$ cat src/hdl/two_level_page_table_walker_unit_defines.svh
// assertion macros for the page table walker
`ifndef TWO_LEVEL_PAGE_TABLE_WALKER_UNIT_DEFINES_SVH
`define TWO_LEVEL_PAGE_TABLE_WALKER_UNIT_DEFINES_SVH

`ifndef ASSERT_OFF
// property checked outside of reset
`define TLPW_ASSERT(label, clk, rst_n, prop, msg) \
    label: assert property (@(posedge clk) disable iff (!rst_n) prop) else $error(msg);
// property checked on every edge, reset included
`define TLPW_ASSERT_ALWAYS(label, clk, prop, msg) \
    label: assert property (@(posedge clk) prop) else $error(msg);
`else
`define TLPW_ASSERT(label, clk, rst_n, prop, msg)
`define TLPW_ASSERT_ALWAYS(label, clk, prop, msg)
`endif

`endif

$ cat src/hdl/tlpw_pkg.sv
`default_nettype none

package tlpw_pkg;

    // configuration port
    localparam int unsigned CFG_IDX_W  = 3;
    localparam int unsigned CFG_DATA_W = 32;

    localparam logic [CFG_IDX_W-1:0] CFG_MMU_ENABLE      = 3'd0;
    localparam logic [CFG_IDX_W-1:0] CFG_SYSTEM_PROTECT  = 3'd1;
    localparam logic [CFG_IDX_W-1:0] CFG_ROM_PROTECT     = 3'd2;
    localparam logic [CFG_IDX_W-1:0] CFG_TABLE_SPLIT     = 3'd3;
    localparam logic [CFG_IDX_W-1:0] CFG_TABLE_BASE_ZERO = 3'd4;
    localparam logic [CFG_IDX_W-1:0] CFG_TABLE_BASE_ONE  = 3'd5;

    // request action codes
    localparam logic ACT_TRANSLATE = 1'b0;
    localparam logic ACT_REPLY     = 1'b1;

    // response kind codes
    localparam logic KIND_FETCH = 1'b0;
    localparam logic KIND_DONE  = 1'b1;

    // fault codes
    localparam logic [2:0] FAULT_NONE         = 3'd0;
    localparam logic [2:0] FAULT_SECTION_XLAT = 3'd1;
    localparam logic [2:0] FAULT_PAGE_XLAT    = 3'd2;
    localparam logic [2:0] FAULT_SECTION_PERM = 3'd3;
    localparam logic [2:0] FAULT_PAGE_PERM    = 3'd4;

    // descriptor type codes
    localparam logic [1:0] L1_FAULT   = 2'd0;
    localparam logic [1:0] L1_TABLE   = 2'd1;
    localparam logic [1:0] L1_SECTION = 2'd2;
    localparam logic [1:0] L2_FAULT   = 2'd0;
    localparam logic [1:0] L2_LARGE   = 2'd1;

    // access permission codes
    localparam logic [1:0] AP_NONE     = 2'd0;
    localparam logic [1:0] AP_PRIV     = 2'd1;
    localparam logic [1:0] AP_USER_RO  = 2'd2;

    // address masks
    localparam logic [31:0] MASK_L2_TABLE    = 32'hFFFF_FC00;
    localparam logic [31:0] MASK_L2_INDEX    = 32'h000F_F000;
    localparam logic [31:0] MASK_LARGE_PAGE  = 32'hFFFF_0000;
    localparam logic [31:0] MASK_SMALL_PAGE  = 32'hFFFF_F000;
    localparam logic [31:0] MASK_SUPERSECT   = 32'hFF00_0000;
    localparam logic [31:0] MASK_SECTION     = 32'hFFF0_0000;
    localparam logic [31:0] MASK_SUPER_FLAG  = 32'h0003_0000;
    localparam logic [31:0] MASK_L1_BASE_ONE = 32'hFFFF_C000;
    localparam logic [31:0] MASK_ALL         = 32'hFFFF_FFFF;
    localparam logic [31:0] MASK_WORD        = 32'hFFFF_FFFC;

    typedef enum logic [1:0] {
        PH_IDLE = 2'd0,
        PH_L1   = 2'd1,
        PH_L2   = 2'd2
    } t_walk_phase;

    typedef struct packed {
        logic        action;
        logic [31:0] virtual_address;
        logic        access_read;
        logic        user_mode;
        logic [31:0] descriptor;
    } t_walk_req;

    typedef struct packed {
        logic        kind;
        logic [31:0] fetch_address;
        logic [31:0] physical_address;
        logic [2:0]  fault;
    } t_walk_rsp;

endpackage

`default_nettype wire

$ cat src/hdl/two_level_page_table_walker_unit.sv
// Two-level page table walker without a TLB. Every request, a translate or a
// returned descriptor word, is taken and its response (a
// descriptor fetch address or a finished translation with fault code) shows
// in the output register on the next cycle; a new request can be taken every
// cycle, including the cycle in which the output register hands its response
// over, so throughput is one request per clock. The
// only thing that holds the input back is a response held in the output
// register by a downstream stall. A descriptor reply arriving with no walk in
// progress produces no response, and a translate request during a walk drops
// that walk. Configuration writes take effect on the next edge.
`default_nettype none

`include "two_level_page_table_walker_unit_defines.svh"

module two_level_page_table_walker_unit
    import tlpw_pkg::*;
(
    input  wire logic                  i_clk,
    input  wire logic                  i_rst_n,
    // configuration
    input  wire logic                  i_cfg_we,
    input  wire logic [CFG_IDX_W-1:0]  i_cfg_index,
    input  wire logic [CFG_DATA_W-1:0] i_cfg_data,
    // request channel
    input  wire logic                  i_req_valid,
    output      logic                  o_req_stall,
    input  wire t_walk_req             i_req,
    // response channel
    output      logic                  o_rsp_valid,
    input  wire logic                  i_rsp_stall,
    output      t_walk_rsp             o_rsp
);

    logic        r_mmu_enable;
    logic        r_system_protect;
    logic        r_rom_protect;
    logic [2:0]  r_table_split;
    logic [31:0] r_table_base_zero;
    logic [31:0] r_table_base_one;

    t_walk_phase r_phase, n_phase;
    logic [31:0] r_saved_address;
    logic        r_saved_read;
    logic        r_saved_user;

    logic        r_rsp_valid;
    t_walk_rsp   r_rsp;
    logic        n_rsp_valid;
    t_walk_rsp   n_rsp;

    logic        w_req_accept;

    logic [31:0] w_split_mask;
    logic [31:0] w_base_zero_mask;
    logic [31:0] w_l1_address;
    logic [31:0] w_l2_address;
    logic [31:0] w_section_pa;
    logic [31:0] w_page_pa;
    logic        w_section_ok;
    logic        w_page_ok;
    logic [1:0]  w_desc_type;

    // permission check on the saved access
    function automatic logic perm_ok(
        input logic [1:0] ap,
        input logic       rd,
        input logic       usr,
        input logic       s_bit,
        input logic       r_bit
    );
        logic ok;
        unique case (ap)
            AP_NONE:    ok = rd && ((s_bit && !usr) || r_bit);
            AP_PRIV:    ok = !usr;
            AP_USER_RO: ok = rd || !usr;
            default:    ok = 1'b1;
        endcase
        return ok;
    endfunction

    // handshake: input waits only on a held response
    assign o_req_stall  = r_rsp_valid && i_rsp_stall;
    assign w_req_accept = i_req_valid && !o_req_stall;
    assign o_rsp_valid  = r_rsp_valid;
    assign o_rsp        = r_rsp;

    // configuration registers
    always_ff @(posedge i_clk) begin
        if (!i_rst_n) begin
            r_mmu_enable      <= 1'b0;
            r_system_protect  <= 1'b0;
            r_rom_protect     <= 1'b0;
            r_table_split     <= 3'd0;
            r_table_base_zero <= 32'd0;
            r_table_base_one  <= 32'd0;
        end else if (i_cfg_we) begin
            unique case (i_cfg_index)
                CFG_MMU_ENABLE:      r_mmu_enable      <= i_cfg_data[0];
                CFG_SYSTEM_PROTECT:  r_system_protect  <= i_cfg_data[0];
                CFG_ROM_PROTECT:     r_rom_protect     <= i_cfg_data[0];
                CFG_TABLE_SPLIT:     r_table_split     <= i_cfg_data[2:0];
                CFG_TABLE_BASE_ZERO: r_table_base_zero <= i_cfg_data[31:0];
                CFG_TABLE_BASE_ONE:  r_table_base_one  <= i_cfg_data[31:0];
                default: ;
            endcase
        end
    end

    // first-level descriptor address from the split
    assign w_split_mask     = MASK_ALL >> r_table_split;
    assign w_base_zero_mask = MASK_ALL << (5'd14 - {2'b00, r_table_split});

    always_comb begin
        if ((i_req.virtual_address & ~w_split_mask) != 32'd0) begin
            w_l1_address = (r_table_base_one & MASK_L1_BASE_ONE)
                         | (i_req.virtual_address >> 18);
        end else begin
            w_l1_address = (r_table_base_zero & w_base_zero_mask)
                         | ((i_req.virtual_address & w_split_mask) >> 18);
        end
    end

    // descriptor decode against the saved address
    assign w_desc_type  = i_req.descriptor[1:0];
    assign w_l2_address = ((i_req.descriptor & MASK_L2_TABLE)
                        | ((r_saved_address & MASK_L2_INDEX) >> 10)) & MASK_WORD;
    assign w_section_pa = ((i_req.descriptor & MASK_SUPER_FLAG) != 32'd0)
                        ? ((i_req.descriptor & MASK_SUPERSECT) | (r_saved_address & ~MASK_SUPERSECT))
                        : ((i_req.descriptor & MASK_SECTION) | (r_saved_address & ~MASK_SECTION));
    assign w_page_pa    = (w_desc_type == L2_LARGE)
                        ? ((i_req.descriptor & MASK_LARGE_PAGE) | (r_saved_address & ~MASK_LARGE_PAGE))
                        : ((i_req.descriptor & MASK_SMALL_PAGE) | (r_saved_address & ~MASK_SMALL_PAGE));
    assign w_section_ok = perm_ok(i_req.descriptor[11:10], r_saved_read, r_saved_user,
                                  r_system_protect, r_rom_protect);
    assign w_page_ok    = perm_ok(i_req.descriptor[5:4], r_saved_read, r_saved_user,
                                  r_system_protect, r_rom_protect);

    // walk phase next state
    always_comb begin
        n_phase = r_phase;
        if (w_req_accept) begin
            if (i_req.action == ACT_TRANSLATE) begin
                n_phase = r_mmu_enable ? PH_L1 : PH_IDLE;
            end else begin
                unique case (r_phase)
                    PH_L1:   n_phase = (w_desc_type == L1_TABLE) ? PH_L2 : PH_IDLE;
                    PH_L2:   n_phase = PH_IDLE;
                    default: n_phase = PH_IDLE;
                endcase
            end
        end
    end

    // response for the incoming request
    always_comb begin
        n_rsp_valid = 1'b1;
        n_rsp       = '{kind: KIND_DONE, fetch_address: 32'd0,
                        physical_address: 32'd0, fault: FAULT_NONE};
        if (i_req.action == ACT_TRANSLATE) begin
            if (r_mmu_enable) begin
                n_rsp.kind          = KIND_FETCH;
                n_rsp.fetch_address = w_l1_address & MASK_WORD;
            end else begin
                n_rsp.physical_address = i_req.virtual_address;
            end
        end else begin
            unique case (r_phase)
                PH_L1: begin
                    if (w_desc_type == L1_TABLE) begin
                        n_rsp.kind          = KIND_FETCH;
                        n_rsp.fetch_address = w_l2_address;
                    end else if (w_desc_type == L1_SECTION) begin
                        if (w_section_ok) begin
                            n_rsp.physical_address = w_section_pa;
                        end else begin
                            n_rsp.fault = FAULT_SECTION_PERM;
                        end
                    end else begin
                        n_rsp.fault = FAULT_SECTION_XLAT;
                    end
                end
                PH_L2: begin
                    if (w_desc_type == L2_FAULT) begin
                        n_rsp.fault = FAULT_PAGE_XLAT;
                    end else if (w_page_ok) begin
                        n_rsp.physical_address = w_page_pa;
                    end else begin
                        n_rsp.fault = FAULT_PAGE_PERM;
                    end
                end
                default: begin
                    n_rsp_valid = 1'b0;
                end
            endcase
        end
    end

    // walk state
    always_ff @(posedge i_clk) begin
        if (!i_rst_n) begin
            r_phase         <= PH_IDLE;
            r_saved_address <= 32'd0;
            r_saved_read    <= 1'b0;
            r_saved_user    <= 1'b0;
        end else begin
            r_phase <= n_phase;
            if (w_req_accept && i_req.action == ACT_TRANSLATE) begin
                r_saved_address <= i_req.virtual_address;
                r_saved_read    <= i_req.access_read;
                r_saved_user    <= i_req.user_mode;
            end
        end
    end

    // output register
    always_ff @(posedge i_clk) begin
        if (!i_rst_n) begin
            r_rsp_valid <= 1'b0;
        end else if (w_req_accept) begin
            r_rsp_valid <= n_rsp_valid;
        end else if (!i_rsp_stall) begin
            r_rsp_valid <= 1'b0;
        end
    end

    always_ff @(posedge i_clk) begin
        if (w_req_accept && n_rsp_valid) begin
            r_rsp <= n_rsp;
        end
    end

    // checks
    `TLPW_ASSERT_ALWAYS(a_reset_idle, i_clk, !i_rst_n |=> (r_phase == PH_IDLE && !r_rsp_valid), "walker not idle after reset")
    `TLPW_ASSERT(a_kind_matches_phase, i_clk, i_rst_n, r_rsp_valid |-> ((r_rsp.kind == KIND_DONE) == (r_phase == PH_IDLE)), "response kind disagrees with walk phase")
    `TLPW_ASSERT(a_idle_reply_silent, i_clk, i_rst_n, (w_req_accept && i_req.action == ACT_REPLY && r_phase == PH_IDLE) |=> !r_rsp_valid, "reply with no walk produced a response")
    `TLPW_ASSERT(a_flat_map, i_clk, i_rst_n, (w_req_accept && i_req.action == ACT_TRANSLATE && !r_mmu_enable) |=> (r_rsp_valid && r_rsp.physical_address == $past(i_req.virtual_address)), "untranslated address altered")
    `TLPW_ASSERT(a_fault_zero_pa, i_clk, i_rst_n, (r_rsp_valid && r_rsp.fault != FAULT_NONE) |-> (r_rsp.physical_address == 32'd0 && r_rsp.kind == KIND_DONE), "faulted response carries an address")

endmodule

`default_nettype wire

$ cat config.mk
export PLATFORM = sky130hd
export DESIGN_NAME = two_level_page_table_walker_unit
export DESIGN_NICKNAME = d
export VERILOG_FILES = /design/src/hdl/tlpw_pkg.sv /design/src/hdl/two_level_page_table_walker_unit.sv
export VERILOG_INCLUDE_DIRS = /design/src /design/src/hdl
export SDC_FILE = /design/constraint.sdc
export NUM_CORES = 1
export LEC_CHECK = 0
export BUFFER_PORTS_ARGS = -buffer_cell sky130_fd_sc_hd__buf_2
export CORE_UTILIZATION = 25
export DETAILED_ROUTE_END_ITERATION = 6
export SYNTH_ARGS = -nofsm -noshare
export SYNTH_HDL_FRONTEND = slang
export SYNTH_SLANG_ARGS = --single-unit
$ cat constraint.sdc
create_clock -name i_clk -period 6.5 [get_ports i_clk]
set_input_delay 0.325 -clock i_clk [delete_from_list [all_inputs] [get_ports i_clk]]
set_output_delay 0.325 -clock i_clk [all_outputs]
set_load 0.01 [all_outputs]
==> results of run 1 <==
synthesized netlist by cell type, drive strengths merged (12+ instances only):
master	count	share of area [%]
nand2	185	10
dfxtp	83	25
a21boi	75	8.5
edfxtp	66	30
o21ai	29	2.2
mux2i	25	3.8
a22o	21	2.8
buf	20	2.0
clkbuf	20	1.1
nor2	15	0.89
and2	14	1.3
a221o	12	1.8
inv	12	0.68
power breakdown:
group          internal [mW]  switching (mW)
logic                 0.0716           0.101
registers               1.01          0.0135
clock network          0.565           0.409
total                   1.65           0.524
per-stage QoR:
step	cells	util, %	setup WS [ns]	power (mW)
final	1166	32.17	3.947	2.171
after global routing	1164	32.16	3.788	2.257
after CTS	1161	32.13	3.953	2.196
after detailed placement	1129	29.89	3.959	1.220
after global placement	1129	29.89	3.962	1.217
after floorplan	658	-	2.030	1.137
worst min-delay path, delay by kind of cell:
family / cells / cell delay (ns)
AO/OA/AOI/OAI: 1 / 0.05
buffers and inverters: 1 / 0.10
AND/OR/NAND/NOR: 1 / 0.05
worst max-delay path by stage:
| stage | start | end | slack, ns | cells past startpoint |
|---|---|---|---|---|
| 5_1_grt | r_table_split[1] | o_rsp[61] | 3.79 | 7 |
| 6_report | r_table_split[1] | o_rsp[61] | 3.95 | 7 |
| 2_1_floorplan | i_rsp_stall | o_rsp[0] | 2.03 | 3 |
| 4_1_cts | r_table_split[1] | o_rsp[61] | 3.95 | 7 |
| 3_5_place_dp | r_table_split[1] | o_rsp[61] | 3.96 | 7 |
| 3_3_place_gp | r_table_split[1] | o_rsp[65] | 3.96 | 7 |
layout make-up:
class | count | share of cell area [%]
diodes | 5 | 0.1492
clock buffers | 20 | 5.566
clock inverters | 12 | 1.388
inverters | 12 | 0.5372
multi-input cells | 457 | 33.16
flip-flops and latches | 149 | 43.46
well taps | 335 | 4.999
repair buffers | 176 | 10.74
kinds of logic after synthesis:
| kind of cell | Yosys count | share of synthesized area (%) |
|---|---|---|
| and+or+nand+nor | 254 | 17.10 |
| AOI/OAI and AO/OA | 167 | 18.77 |
| DFF | 149 | 54.83 |
| adders and majority gates | 9 | 1.695 |
| buffers and inverters | 52 | 3.784 |
| other | 1 | 0.05643 |
| muxes | 25 | 3.766 |
registers in the layout, indices dropped and copies added (netlist names):
register / count
r_saved_read: 1
o_rsp_valid: 1
o_rsp: 66
r_phase: 2
r_saved_address: 24
r_system_protect: 1
r_mmu_enable: 1
r_table_base_zero: 30
r_saved_user: 1
r_table_base_one: 18
r_table_split: 3
r_rom_protect: 1
metal layers:
metal / vias up / share of wire (%) / global-route usage, % / wire length, um
met5: - / 0.36 / 0 / 72
met4: 12 / 0.48 / 3.795 / 96
met3: 17 / 8.4 / 6.153 / 1673
met2: 130 / 47 / 23.68 / 9398
met1: 2456 / 44 / 17.83 / 8774
li1: 2641 / - / - / -
==> run_results.csv, run 1 <==
group,metric,value,unit
status,status,"complete, no violations",
timing,drv_slew,0,
floorplan,die_area,0.02724,sq mm
routing,routed_via_density,4.508,
place,placed_area,0.007789,sq mm
routing,ant_nets,0,
worst_setup_path,path_delay_family,"adder cells",
clocking,cts.sinks,149,
floorplan,ios,177,
synthesis,netlist_instances,657,
worst_setup_path,path_buf_inv,1,
clocking,cts-resized-gates,0,
clocking,numCtsBuffers,17,
routing,avgRoutedWirePerCell,17.17,um
layout,multiInputGateArea,0.002780,sq mm
layout,seq_area,0.003643,sq mm
timing,period_share,39.28,%
floorplan,core,0.02606,sq mm
layout,final_cell_mix,"nand2_1 (185), buf_2 (168), dfxtp_1 (83)",
clocking,clock_path_buffers,2,
timing,hold_slack,0.1460,ns
clocking,post_cts_buffers,0,
timing,fmax,0.3917,GHz
floorplan,start_util,25.50,%
worst_setup_path,reg2regPathDepth,7,
synthesis,ys_types,53,
clocking,hold_buffers,0,
power_and_ir_drop,p_per_area,258.9,mW/mm^2
timing,fin_setup_tns,0,ns
global_route,track_usage,14.66,%
timing,rsz0062_at_grt,"no",
hold_path,whs_path_depth,3,
hold_path,hold_class,"input port to flop",
worst_setup_path,timing.rr.end,"o_rsp[61]",
timing,post-route-min-period,2.553,ns
synthesis,mappedNetlistArea,0.006645,sq mm
routing,dr.pass1.iters,5,
layout,design_area,0.008384,sq mm
synthesis,yosysSeqAreaShare,54.83,%
worst_setup_path,crit_slowest_cell,"dfxtp_1",
timing,max_slew_margin,20.60,%
synthesis,synthArstFlopShare,0,%
synthesis,synth_edf_count,66,
hold_path,min_from,"i_cfg_data[26]",
hold_path,min_to,"r_table_base_one[26]",
place,dp_hpwl,14.65,mm
routing,first_iter_violations,325,
timing,setup_viol,0,
synthesis,synth.avg_cell_area,10.11,sq um
worst_setup_path,end_kind,"flop",
routing,routed-via-count,5256,
global_route,grt_pass1_vias,4949,
layout,nets,929,
timing,fin_skew,0.009500,ns
floorplan,rows,59,
floorplan,dieHeight,165.0,um
synthesis,synth_ff_type,"dfxtp_1",
layout,final_layout_size_suffix_gt1_share,26.88,%
global_route,grt_pass1_wl,29.12,mm
worst_setup_path,path_max_fanout,21,
worst_setup_path,cp_data_arrival_time,2.69,ns
power_and_ir_drop,ir_drop,0.1705,mV
timing,worst_pin_slew,1.190,ns
clocking,clockRootBuffer,"clkbuf_16",
worst_setup_path,r2r-start,"r_table_split[1]",
worst_setup_path,cpPeakStageDelay,0.41,ns
layout,nFillCells,2710,
timing,hold_viol,0,
layout,final_common_cell,"nand2_1",
power_and_ir_drop,leakagePower,3.244,nW
worst_setup_path,crit_path_start_kind,"flop",
clocking,cts.htree.levels,4,
layout,synthToLayoutAreaGrowth,26.17,%
clocking,clk_latency,0.42,ns
global_route,grt_max_degree,84,
worst_setup_path,path_class,"flop to flop",
worst_setup_path,path_cells,"ha_1 > ha_1 > a22o_1 > nor3_4 > buf_4 > mux2i_1 > o21ai_1",
job,max-cap-violations,0,
global_route,grt-ovfl-total,0,
worst_setup_path,worstPathRequired,6.64,ns
routing,wl,20.02,mm
synthesis,yosys_register_bits,149,
clocking,clk_pin_slew_worst_paths,0.07,ns
clocking,cts_tree,"yes",
synthesis,synth_warnings,0,
worst_setup_path,crit_path_frequent_cell,"ha_1",
global_route,antenna_found_initial,11,
floorplan,dieWidth,165.0,um
routing,route.detailed.drc,0,
place,place_congestion,0.8202,
worst_setup_path,regToRegSetupSlack,3.95,ns
place,io_buffers,168,
Note: power is estimated with default switching activity, not from simulation.
==> inputs of run 2 (changes only) <==
clock period = 2.6 ns   (was 6.5 ns; I/O delays follow)
==> run 2 against run 1 <==
  * Largest cell class unchanged
  * Combinational power grew to 3.0 times the previous value
  * Cell count rose by 5.7%
  * Critical path depth stayed put
  * Fmax grew 18%
==> run_results.csv, run 2 (synthesis results as in run 1) <==
group,metric,value,unit
routing,routed_via_density,4.445,
timing,max_slew_margin,43.12,%
place,place_inst,1138,
clocking,cts_tree,"yes",
worst_setup_path,worstPathRequired,2.75,ns
floorplan,ios,177,
clocking,cts.htree.levels,4,
timing,worst_slack,0.4354,ns
layout,final_cells,1233,
timing,worst_pin_slew,0.8507,ns
clocking,cts-resized-gates,0,
global_route,antenna_found_initial,7,
floorplan,start_util,25.50,%
layout,final_layout_size_suffix_gt1_share,25.73,%
routing,ant_nets,0,
layout,final_common_cell,"nand2_1",
global_route,grt_pass1_vias,5305,
global_route,grt-ovfl-total,0,
timing,fin_skew,0.009295,ns
floorplan,die_area,0.02724,sq mm
timing,setup_viol,0,
status,status,"complete, no violations",
power_and_ir_drop,p_per_area,601.8,mW/mm^2
layout,multiInputGateArea,0.002780,sq mm
routing,wl,20.66,mm
floorplan,dieWidth,165.0,um
routing,first_iter_violations,377,
clocking,cts.sinks,149,
clocking,clockRootBuffer,"clkbuf_16",
worst_setup_path,path_class,"flop to flop",
place,io_buffers,168,
timing,post-route-min-period,2.165,ns
job,max-cap-violations,0,
worst_setup_path,path_max_fanout,7,
hold_path,hold_class,"input port to flop",
power_and_ir_drop,ir_drop,0.4351,mV
global_route,grt_pass1_wl,30.57,mm
timing,hold_viol,0,
clocking,clk_latency,0.42,ns
clocking,numCtsBuffers,17,
routing,route.detailed.drc,0,
place,place_congestion,0.8270,
layout,nets,997,
layout,nFillCells,2659,
clocking,post_cts_buffers,0,
place,dp_hpwl,15.04,mm
timing,period_share,83.26,%
worst_setup_path,end_kind,"flop",
layout,utilization,34.72,%
layout,synthToLayoutAreaGrowth,36.15,%
place,dp_slack,0.4416,ns
floorplan,dieHeight,165.0,um
layout,final_cell_mix,"nand2_1 (185), buf_2 (168), dfxtp_1 (83)",
timing,fmax,0.4620,GHz
routing,routed-via-count,5481,
clocking,clk_pin_slew_worst_paths,0.07,ns
layout,seq_area,0.003643,sq mm
floorplan,rows,59,
timing,drv_slew,0,
floorplan,core,0.02606,sq mm
global_route,grt_max_degree,64,
routing,dr.pass1.iters,7,
timing,rsz0062_at_grt,"no",
worst_setup_path,crit_path_start_kind,"flop",
timing,hold_slack,0.02203,ns
power_and_ir_drop,leakagePower,3.535,nW
timing,fin_setup_tns,0,ns
worst_setup_path,cp_data_arrival_time,2.32,ns
clocking,clock_path_buffers,2,
routing,avgRoutedWirePerCell,16.76,um
layout,largest_reg_flops,66,
global_route,track_usage,15.23,%
[run 2: changes by cell type in the layout (fill, tap and decap cells not counted), sizes merged]
| cell | change |
|---|---|
| buf | +9 |
| bufinv | -1 |
| diode | -1 |
| clkinv | -1 |
| dlygate4sd3 | +59 |
| clkbuf | +2 |
[run 2: per-layer routing]
layer / GRT usage [%] / wire [um] / vias to the layer above
li1: - / - / 2772
met1: 19.12 / 9165 / 2524
met2: 23.68 / 9496 / 153
met3: 5.801 / 1580 / 26
met4: 5.254 / 374 / 6
met5: 0 / 44 / -
[run 2: worst paths after layout]
kind | startpoint | to | slack [ns] | cells past startpoint
worst min-delay path | i_req[55] | r_saved_address[21] | 0.02 | 3
worst max register to register | r_table_split[0] | o_rsp[54] | 0.44 | 7
worst min register to register | r_table_base_one[26] | r_table_base_one[26] | 0.46 | 2
worst max-delay path | r_table_split[0] | o_rsp[54] | 0.44 | 7
[run 2: cell type report]
type,instances,share of cell area [%]
Timing Repair Buffer,244,17.51
Inverter,12,0.4979
Antenna cell,4,0.1106
Multi-Input combinational cell,457,30.73
Clock buffer,22,5.366
Sequential cell,149,40.27
Clock inverter,10,0.8851
Tap cell,335,4.633
[run 2: through the flow]
| stage | area [sq um] | total power, mW |
|---|---|---|
| 3_3_place_gp | 7881 | 3.055 |
| 5_1_grt | 9042 | 5.667 |
| 6_report | 9047 | 5.445 |
| 2_1_floorplan | 6660 | 2.839 |
| 4_1_cts | 9037 | 5.517 |
| 3_5_place_dp | 7881 | 3.061 |
[run 2: worst max-delay path, stage by stage, from the launching register on]
cell	delay, ns
dfxtp_1	0.34
ha_1	0.24
ha_1	0.18
a22o_1	0.25
nor3_4	0.34
buf_4	0.26
mux2i_1	0.19
o21ai_0	0.09
[run 2: report_power, final]
part           switching (mW)  leakage, nW  total [mW]  internal, mW
combinational           0.273         1.95       0.518         0.245
clock                    1.02        0.278        2.37          1.35
sequential             0.0338         1.31        2.56          2.53
[run 2: timing repair]
| action | 4_1_cts | 5_1_grt |
|---|---|---|
| hold buffers | 59 | 0 |
| setup endpoints to repair | 0 | 0 |
| endpoints found under the hold margin | 79 | 0 |
==> inputs of run 3 (changes only) <==
ABC_AREA = 1   (was default)
clock period = 1.8 ns   (was 2.6 ns; I/O delays follow)
==> run 3 against run 2 <==
  * Cell count grew 20%
  * Non-clock buffer count grew 44
  * Synthesized area grew 2.7%
  * Combinational power grew 140%
  * Routed wire length grew 14%
  * Total power grew 61%
  * Worst hold slack gained 0.00090 ns
  * Critical endpoint is now o_rsp[55]
  * Largest cell class unchanged
==> run_results.csv, run 3 <==
group,metric,value,unit
place,dp_hpwl,16.33,mm
worst_setup_path,path_max_fanout,8,
timing,period_share,99.18,%
worst_setup_path,path_delay_family,"simple AND/OR/NAND/NOR gates",
layout,final_common_cell,"nand2_1",
timing,fmax,0.5602,GHz
hold_path,hold_class,"input port to flop",
power_and_ir_drop,power,8.789,mW
layout,design_area,0.009933,sq mm
synthesis,yosys-top-cells-count,"nand2_1 (225), nor2_1 (148), o21ai_0 (90), dfxtp_1 (83), edfxtp_1 (66)",
clocking,clk_pin_slew_worst_paths,0.06,ns
clocking,numCtsBuffers,17,
place,place_congestion,0.9159,
worst_setup_path,cpPeakStageDelay,0.36,ns
synthesis,mappedNetlistArea,0.006825,sq mm
layout,largest_reg_flops,66,
global_route,track_usage,16.61,%
floorplan,die_area,0.02797,sq mm
worst_setup_path,end_kind,"flop",
synthesis,synth_warnings,0,
timing,post-route-min-period,1.785,ns
synthesis,ys_types,28,
floorplan,dieWidth,167.2,um
hold_path,min_to,"r_rom_protect",
timing,drv_slew,0,
worst_setup_path,timing.rr.end,"o_rsp[55]",
clocking,cts_tree,"yes",
worst_setup_path,worstPathRequired,1.98,ns
place,placed_area,0.008268,sq mm
floorplan,core,0.02688,sq mm
routing,routed-via-count,6815,
worst_setup_path,cp_data_arrival_time,1.97,ns
routing,dr.pass1.iters,5,
layout,final_layout_size_suffix_gt1_share,25.66,%
layout,nets,1241,
worst_setup_path,crit_slowest_cell,"dfxtp_4",
synthesis,synth_edf_count,66,
routing,wl,23.47,mm
floorplan,start_util,25.40,%
routing,routed_via_density,4.602,
timing,worst_pin_slew,0.5090,ns
job,max-cap-violations,0,
synthesis,synth_top_area_cell,"edfxtp_1",
timing,max_slew_margin,66.03,%
synthesis,synthTopCellsByArea,"edfxtp_1 (29%), dfxtp_1 (24%), nand2_1 (12%), nor2_1 (8.1%), o21ai_0 (6.6%)",
synthesis,yosysSeqAreaShare,53.38,%
clocking,clock_path_buffers,2,
clocking,cts.sinks,149,
routing,ant_nets,0,
worst_setup_path,path_buf_inv,3,
global_route,grt_max_degree,43,
worst_setup_path,reg2regPathDepth,11,
layout,synthToLayoutAreaGrowth,45.54,%
routing,first_iter_violations,474,
hold_path,min_from,"i_cfg_index[1]",
timing,rsz0062_at_grt,"yes",
synthesis,yosysTopAreaCellShare,29.04,%
global_route,antenna_found_initial,3,
worst_setup_path,regToRegSetupSlack,0.01,ns
power_and_ir_drop,ir_drop,0.5121,mV
worst_setup_path,crit_path_start_kind,"flop",
routing,route.detailed.drc,0,
global_route,grt_pass1_wl,35.56,mm
clocking,clk_latency,0.43,ns
synthesis,synthMostInstantiatedCell,"nand2_1",
timing,hold_viol,0,
layout,nFillCells,2803,
worst_setup_path,path_cells,"ha_4 > inv_4 > ha_4 > inv_2 > nand2_2 > nand3_2 > nor2_4 > nand2_8 > clkbuf_16 > nor2_2 > o21ai_1",
floorplan,ios,177,
worst_setup_path,r2r-start,"r_table_split[1]",
status,status,"complete, no violations",
floorplan,rows,60,
synthesis,yosys_register_bits,149,
power_and_ir_drop,p_per_area,884.8,mW/mm^2
synthesis,synth_ff_type,"dfxtp_1",
routing,avgRoutedWirePerCell,15.85,um
synthesis,netlist_instances,866,
clocking,clockRootBuffer,"clkbuf_16",
synthesis,synthArstFlopShare,0,%
global_route,grt-ovfl-total,0,
worst_setup_path,crit_path_frequent_cell,"ha_4",
hold_path,whs_path_depth,3,
timing,setup_viol,0,
synthesis,synth.avg_cell_area,7.881,sq um
power_and_ir_drop,leakagePower,4.378,nW
layout,final_cell_mix,"nand2_1 (215), buf_2 (168), nor2_1 (132)",
global_route,grt_pass1_vias,6367,
floorplan,dieHeight,167.2,um
place,io_buffers,168,
clocking,cts.htree.levels,4,
timing,fin_skew,0.01458,ns
worst_setup_path,path_class,"flop to flop",
## run 3: cell type report
| class | count | area, sq um | area share [%] |
|---|---|---|---|
| tap | 341 | 426.7 | 4.295 |
| timing repair buffer | 288 | 2068 | 20.82 |
| clock buffer | 25 | 518.0 | 5.215 |
| sequential | 149 | 3651 | 36.76 |
| inverter | 58 | 220.2 | 2.217 |
| clock inverter | 7 | 90.09 | 0.9069 |
| antenna | 2 | 5.005 | 0.05038 |
| multi-input combinational | 611 | 2954 | 29.74 |
## run 3: repair_timing
item,in CTS,in global routing
buffers inserted,0,3
hold endpoints to repair,112,0
cloned,0,3
pin swaps,1,11
setup endpoints to repair,12,30
hold buffers,77,0
resized for setup,4,51
## run 3: logic make-up (layout without fill, tap and decap cells)
logic type      count (synthesis)  after routing  synth area share (%)
flops                         149            149                 53.38
other cells                     1              4               0.05494
fa+ha+maj                       9              9                 1.650
simple gates                  442            442                 26.34
compound gates                158            158                 11.90
buf+inv                       107            378                 6.673
## run 3: worst register-to-register path: cells and delay by family (launching register included)
family | cells | cell delay (ns)
buffers and inverters | 3 | 0.30
AOI/OAI and AO/OA | 1 | 0.06
DFF | 1 | 0.36
and+or+nand+nor | 5 | 0.53
adders and majority gates | 2 | 0.30
## run 3: metal layers
layer  GRT usage [%]  part of all wire, %  wire length (um)  up-vias
met4           6.661                  2.3               531        2
met3           3.853                  6.1              1435       41
met5               0                0.043                10        -
li1                -                    -                 -     3351
met2           26.09                   46             10850      268
met1           22.00                   45             10650     3153
## run 3: worst max path at each step
stage | startpoint | endpoint | slack (ns) | cells after the start
global placement | r_table_split[0] | o_rsp[48] | 0.006 | 8
global route | r_table_split[1] | o_rsp[55] | -0.08 | 11
finish | r_table_split[1] | o_rsp[55] | 0.01 | 11
floorplan | r_phase[0] | o_rsp[0] | -0.33 | 3
CTS | r_table_split[1] | o_rsp[60] | 0.003 | 11
detailed placement | r_table_split[1] | o_rsp[48] | -0.01 | 8
## run 3: report_power, final
| part | switching [mW] | internal, mW | total, mW |
|---|---|---|---|
| logic | 0.723 | 0.537 | 1.26 |
| clock network | 1.43 | 2.28 | 3.71 |
| registers | 0.0831 | 3.74 | 3.82 |
| total | 2.23 | 6.56 | 8.79 |
## run 3: metrics by stage
step | setup slack, ns | utilization, % | hold WS [ns] | instances | setup TNS (ns)
after floorplan | -0.3269 | - | 0.2249 | 867 | -21.80
after global placement | 0.006495 | 30.76 | 0.3153 | 1364 | 0
after detailed placement | -0.01091 | 30.76 | 0.3218 | 1364 | -0.01091
after CTS | 0.003247 | 35.99 | 0.001370 | 1473 | 0
after global routing | -0.07943 | 36.95 | 0.01883 | 1480 | -1.348
final | 0.01484 | 36.96 | 0.02293 | 1481 | 0
